**config.mk**
```make
export PLATFORM = sky130hd
export DESIGN_NAME = r2p_stage
export DESIGN_NICKNAME = d
export VERILOG_FILES = /design/src/rtl/r2p_pkg.sv /design/src/rtl/r2p_stage.sv
export SDC_FILE = /design/constraint.sdc
export NUM_CORES = 1
export LEC_CHECK = 0
export BUFFER_PORTS_ARGS = -buffer_cell sky130_fd_sc_hd__buf_2
export CAP_MARGIN = 20
export CORE_MARGIN = 4
export CORE_UTILIZATION = 54
export CTS_CLUSTER_DIAMETER = 150
export CTS_CLUSTER_SIZE = 40
export DETAILED_ROUTE_END_ITERATION = 10
export PLACE_DENSITY = 0.83
export SKIP_LAST_GASP = 1
export SLEW_MARGIN = 5
export SYNTH_ARGS = -nofsm -noshare
export SYNTH_HDL_FRONTEND = slang
export SYNTH_SLANG_ARGS = --single-unit
```
**constraint.sdc**
```tcl
create_clock -name clock -period 8.8 [get_ports clock]
set_input_delay 1.32 -clock clock [delete_from_list [all_inputs] [get_ports clock]]
set_output_delay 1.32 -clock clock [all_outputs]
set_load 0.03 [all_outputs]
```
**src/rtl/r2p_pkg.sv**
```systemverilog
`default_nettype none

package r2p_pkg;

   // Widths of the sample and of the fixed-point datapath.
   localparam int unsigned DATA_W  = 16;
   localparam int unsigned GUARD_W = 16;
   // Head room of four bits covers the CORDIC gain on a full-scale diagonal.
   localparam int unsigned XY_W    = DATA_W + GUARD_W + 4;
   localparam int unsigned ACC_W   = 32;
   localparam int unsigned ANG_W   = 16;
   localparam int unsigned TAB_LEN = 32;
   localparam int unsigned TAB_IW  = $clog2(TAB_LEN);

   // Reciprocal of the CORDIC gain, scaled by 2^32.
   localparam logic [31:0] INV_GAIN = 32'd2608131496;

   // Split point of the gain product and the widths that follow from it.
   localparam int unsigned PROD_SPLIT = 24;
   localparam int unsigned XU_W       = XY_W - 1;
   localparam int unsigned XHI_W      = XU_W - PROD_SPLIT;
   localparam int unsigned APROD_W    = XHI_W + 32;
   localparam int unsigned BPROD_W    = PROD_SPLIT + 32;
   localparam int unsigned BHI_W      = BPROD_W - PROD_SPLIT;
   localparam int unsigned SUM_W      = APROD_W + 1;
   localparam int unsigned MAGW_W     = SUM_W - PROD_SPLIT;

   // Angle codes for inputs that lie exactly on an axis.
   localparam logic [2:0] AXIS_NONE = 3'd0;
   localparam logic [2:0] AXIS_0    = 3'd1;
   localparam logic [2:0] AXIS_90   = 3'd2;
   localparam logic [2:0] AXIS_180  = 3'd3;
   localparam logic [2:0] AXIS_270  = 3'd4;

   localparam logic [ACC_W-1:0] HALF_TURN = 32'h8000_0000;

   typedef struct packed {
      logic signed [DATA_W-1:0] real_in;
      logic signed [DATA_W-1:0] imag_in;
   } req_type;

   typedef struct packed {
      logic [DATA_W-1:0] magnitude;
      logic [ANG_W-1:0]  angle;
      logic              zero_input;
   } rsp_type;

   // Side information that travels with a request down the pipeline.
   typedef struct packed {
      logic       zero;
      logic [2:0] axis;
   } flags_type;

   typedef struct packed {
      logic signed [XY_W-1:0] x;
      logic signed [XY_W-1:0] y;
      logic [ACC_W-1:0]       acc;
      flags_type              flags;
   } vec_type;

   // Arctangent of 2^-i, with 2^32 counts per turn.
   function automatic logic [ACC_W-1:0] atan_entry(input logic [TAB_IW-1:0] idx);
      logic [ACC_W-1:0] val;
      unique case (idx)
         5'd0:  val = 32'h20000000;
         5'd1:  val = 32'h12E4051E;
         5'd2:  val = 32'h09FB385B;
         5'd3:  val = 32'h051111D4;
         5'd4:  val = 32'h028B0D43;
         5'd5:  val = 32'h0145D7E1;
         5'd6:  val = 32'h00A2F61E;
         5'd7:  val = 32'h00517C55;
         5'd8:  val = 32'h0028BE53;
         5'd9:  val = 32'h00145F2F;
         5'd10: val = 32'h000A2F98;
         5'd11: val = 32'h000517CC;
         5'd12: val = 32'h00028BE6;
         5'd13: val = 32'h000145F3;
         5'd14: val = 32'h0000A2FA;
         5'd15: val = 32'h0000517D;
         5'd16: val = 32'h000028BE;
         5'd17: val = 32'h0000145F;
         5'd18: val = 32'h00000A30;
         5'd19: val = 32'h00000518;
         5'd20: val = 32'h0000028C;
         5'd21: val = 32'h00000146;
         5'd22: val = 32'h000000A3;
         5'd23: val = 32'h00000051;
         5'd24: val = 32'h00000029;
         5'd25: val = 32'h00000014;
         5'd26: val = 32'h0000000A;
         5'd27: val = 32'h00000005;
         5'd28: val = 32'h00000003;
         5'd29: val = 32'h00000001;
         5'd30: val = 32'h00000001;
         5'd31: val = 32'h00000000;
         default: val = '0;
      endcase
      return val;
   endfunction

endpackage

`default_nettype wire

```
**src/rtl/r2p_stage.sv**
```systemverilog
`default_nettype none

module r2p_stage
   import r2p_pkg::*;
#(
   parameter int unsigned STEP = 0
) (
   input  wire logic    clock,
   input  wire logic    reset,
   input  wire logic    up_valid,
   input  wire vec_type up_vec,
   output logic         up_ready,
   output logic         dn_valid,
   output vec_type      dn_vec,
   input  wire logic    dn_ready
);

   logic    valid_ff;
   vec_type vec_ff;
   vec_type vec_in;
   logic signed [XY_W-1:0] xs;
   logic signed [XY_W-1:0] ys;
   logic [ACC_W-1:0]       step_angle;

   // The stage takes a new request when it is empty or its content moves on.
   assign up_ready = !valid_ff || dn_ready;

   // One micro-rotation towards the positive real axis.
   always_comb begin
      xs         = up_vec.x >>> STEP;
      ys         = up_vec.y >>> STEP;
      step_angle = atan_entry(TAB_IW'(STEP));
      vec_in     = up_vec;
      if (!up_vec.y[XY_W-1]) begin
         vec_in.x   = up_vec.x + ys;
         vec_in.y   = up_vec.y - xs;
         vec_in.acc = up_vec.acc + step_angle;
      end else begin
         vec_in.x   = up_vec.x - ys;
         vec_in.y   = up_vec.y + xs;
         vec_in.acc = up_vec.acc - step_angle;
      end
   end

   always_ff @(posedge clock) begin
      if (reset) begin
         valid_ff <= 1'b0;
      end else if (up_ready) begin
         valid_ff <= up_valid;
      end
   end

   always_ff @(posedge clock) begin
      if (up_ready && up_valid) begin
         vec_ff <= vec_in;
      end
   end

   assign dn_valid = valid_ff;
   assign dn_vec   = vec_ff;

endmodule

`default_nettype wire

```
# Word level (Yosys, flattened, before mapping)
# Index checks and enable logic that the tools add are counted.
# Widths: inputs -> output; s select.
# totals
regBits,109
out_inout_bits,110
# op_classes
n_addsub,5
mux,1
reduce_logical,3
# ops
op,n
$mux 104,1
$sub 36x36->36,2
$add 36x36->36,1
$add 32x30->32 const B,1
$sub 32x30->32 const B,1
$logic_and 1x1->1,1
$logic_not 1->1,1
$logic_or 1x1->1,1

# Logic depth before layout (Yosys ltp)
# logic_depth
word_depth,3
mapped_depth,13
depth_no_buf,12

# Worst setup path before layout
# Ideal clock, no wire load.
# synth_timing
path_kind,input to register
start,input dn_ready
end,"register vec_ff, in the netlist dn_vec[0], enable pin"
arrival_ns,4.172
path_slack_ns,4.151
stages,2
path_buffers,0
path_cell_list,nand2b_1 > and2_1
# synth_between
elab_chain_cells,2
# synth_lines
element,line_no,rtl
"start, declared",r2p_stage.sv:15,input wire logic dn_ready
$logic_or 1x1->1,r2p_stage.sv:26,assign up_ready = !valid_ff || dn_ready;
$logic_and 1x1->1,r2p_stage.sv:54,if (up_ready && up_valid) begin
"end signal, assigned",r2p_stage.sv:55,vec_ff <= vec_in;
"end, declared",r2p_stage.sv:19,vec_type vec_ff;
# No other way between the ends.
# A chain may end at the register's enable or synchronous reset.

==> results.yml <==
setup_path:
  start_kind: "primary input"
  crit_path_cell_trace: "buf_2 > inv_1 > ha_1 > nor3_1 > and3_1 > nor4b_2 > a31oi_4 > a21oi_4 > a21oi_1 > o31ai_1 > a22oi_1 > xnor2_1"
  crit_end: "dn_vec[63]$_DFFE_PP_"
  worstPathArrival_ps: 4500
  path_buf_inv: 2
  crit_start: "up_vec[50]"
  path_delay_family: "simple AND/OR/NAND/NOR gates"
  r2r_end: "dn_vec[81]$_DFFE_PP_"
  r2r.worst_path.cells: 3
  crit_required_ps: 8920
  crit_type: "primary input to flip-flop"
  worstPathMaxFanout: 21
  r2r_slack_ps: 6620
  cp_slowest_cell: "ha_1"
  slowest_delay_ps: 560
  r2r_start: "dn_valid$_SDFFE_PP0N_"
  crit_cells: 12
  worst_setup_path_end_kind: "flip-flop"
sta:
  hold_viol: 0
  fmax_mhz: 228
  fin_crit_sh_pct: 49.8
  setup_viol: 0
  clock-skew-final_ps: 8.71
  worst_pin_slew_ps: 891
  slew_headroom_pct: 40.6
  min_period_ps: 4390
  rsz0062_at_grt: "false"
  tns_ps: 0
  finalMaxSlewViolations: 0
global_routing:
  gr-usage-all-layers_pct: 27.7
  antenna_found_initial: 0
  grt_pass1_wl_um: 45600
  grt_max_degree: 83
  gr-total-overflow: 0
  grt_pass1_vias: 8576
drt:
  routed_wl_um: 29200
  vias: 9296
  routed_via_density: 6.04
  dr.pass1.iters: 6
  drtIter0Drc: 1068
  drcViolationCount: 0
  antenna_left: 0
  wl_per_cell_um: 19.0
clocking:
  cts.sinks: 108
  numCtsBuffers: 9
  post_cts_buffers: 0
  clk_pin_slew_ps: 90
  h-tree-depth: 3
  clk_latency_ps: 360
  holdBufCountCts: 0
  cts_resized: 0
  cts_tree: "built"
  clk_path_buf_depth: 2
  cts-root-buf: "clkbuf_16"
synthesis:
  syn_inst: 1123
  ys_async_sr_fraction_pct: 0
  synth_compound_area_share_pct: 25.4
  ys_seq_area_share_pct: 32.6
  synthAdderAreaFrac_pct: 14.6
  ys_warn_count: 0
  yosys.area_share.simple_pct: 12.9
  synth-seq-cells: 108
  syn_nets: 1348
  synth_edf_count: 107
  yosysUniqueCellTypes: 82
  ys.flop_type: "edfxtp_1"
  syn_area_um2: 9910
  synth_top_family_by_area: "compound AO/OA/AOI/OAI gates"
  synthMuxAreaShare_pct: 1.72
  avgSynthCellArea_um2: 8.82
  synthXorXnorAreaFrac_pct: 6.10
layout:
  fillCellCount: 1600
  drive_gt1_share_pct: 20.5
  num_antenna_cells: 0
  layout_common_cells: "221 x buf_2, 141 x a21oi_1, 111 x inv_1"
  multiInputGateArea_um2: 6010
  area_delta_synth_final_pct: 14.9
  layout_commonest_cell: "buf_2"
  regArea_um2: 3230
  final_nets: 1531
floorplan:
  start_util_pct: 55.0
  fp.dieW_um: 143
  fp.dieH_um: 143
  die_area_um2: 20600
  core_um2: 18000
  rows: 49
  pin_count: 222
power:
  finalPower_uw: 1790
  p_leak_uw: 0.00516
  power_density_nw_per_um2: 157
  max-vdd-ir-drop_mv: 0.0950
place:
  place_congestion: 0.983
  portBuffers: 221
  post-dp-hpwl_um: 22700
min_path:
  hp-class: "flip-flop to flip-flop"
run:
  maxCapViolations: 0
run_status:
  status: "finished clean"
==> routing by layer <==
| layer | global-route usage, % | vias up | part of all wire [%] |
|---|---|---|---|
| met3 | 4.26 | 52 | 9.9 |
| li1 | - | 4375 | - |
| met2 | 44.8 | 546 | 46 |
| met5 | 0 | - | 0 |
| met1 | 39.3 | 4323 | 42 |
| met4 | 6.34 | 0 | 2.0 |
==> registers in the layout, indices dropped and copies added (netlist names) <==
signal and cells:
dn_vec 107, dn_valid 1
==> cells by family (layout without fill, tap and decap cells) <==
logic type | after synthesis | in the layout
XOR/XNOR | 69 | 69
AND/OR/NAND/NOR | 255 | 255
multiplexers | 17 | 17
adder cells (fa/ha/maj) | 113 | 113
flip-flops | 108 | 108
buffers and inverters | 168 | 356
AO/OA/AOI/OAI | 393 | 393
==> Yosys cell counts (14+ instances only) <==
cell type	n	area [um2]
nand3_1	14	70.1
clkbuf_1	24	90.1
nand2b_1	17	106
xnor2_1	55	482
a21o_1	41	308
inv_1	111	417
buf_2	15	75.1
mux2i_1	17	170
o21bai_1	27	203
o21ai_0	81	405
a21oi_1	141	706
nor2_1	80	300
edfxtp_1	107	3210
ha_1	109	1360
xor2_1	14	123
nor3_1	17	85.1
nand2_1	53	199
==> metrics by stage <==
step | hold slack [ps] | setup slack, ps | cell area [um2] | utilization [%] | cells
3_3_place_gp | 500 | 4270 | 11100 | 61.6 | 1524
3_5_place_dp | 525 | 4140 | 11100 | 61.6 | 1524
4_1_cts | 538 | 4530 | 11400 | 63.2 | 1540
5_1_grt | 588 | 4270 | 11400 | 63.2 | 1540
6_report | 533 | 4410 | 11400 | 63.2 | 1540
2_1_floorplan | 860 | 4150 | 9910 | - | 1123
==> power breakdown <==
group	internal [uW]	switching, uW	total (uW)	leakage, uW
sequential	648	15.8	664	0.00104
combinational	237	478	716	0.00398
clock	200	211	411	0.000141
total	1080	706	1790	0.00516
==> cell type report <==
cell class | count | share of cell area [%]
well taps | 229 | 2.52
repair buffers | 224 | 9.91
inverters | 116 | 3.82
clock buffers | 10 | 2.01
flip-flops and latches | 108 | 28.4
multi-input cells | 847 | 52.8
clock inverters | 6 | 0.506
==> tightest hold or removal path, stage by stage (launching register included) <==
cell      delay [ps]
dfxtp_1          320
nand2b_1         100
a21oi_1           70
==> worst min path at each step <==
stage                                from  slack, ps  depth (start not counted)                    end
global route        dn_valid$_SDFFE_PP0N_        590                          2  dn_valid$_SDFFE_PP0N_
finish              dn_valid$_SDFFE_PP0N_        530                          2  dn_valid$_SDFFE_PP0N_
CTS                 dn_valid$_SDFFE_PP0N_        540                          2  dn_valid$_SDFFE_PP0N_
floorplan           dn_valid$_SDFFE_PP0N_        860                          2  dn_valid$_SDFFE_PP0N_
detailed placement  dn_valid$_SDFFE_PP0N_        530                          2  dn_valid$_SDFFE_PP0N_
global placement    dn_valid$_SDFFE_PP0N_        500                          2  dn_valid$_SDFFE_PP0N_
Note: power is estimated with default switching activity, not from simulation.
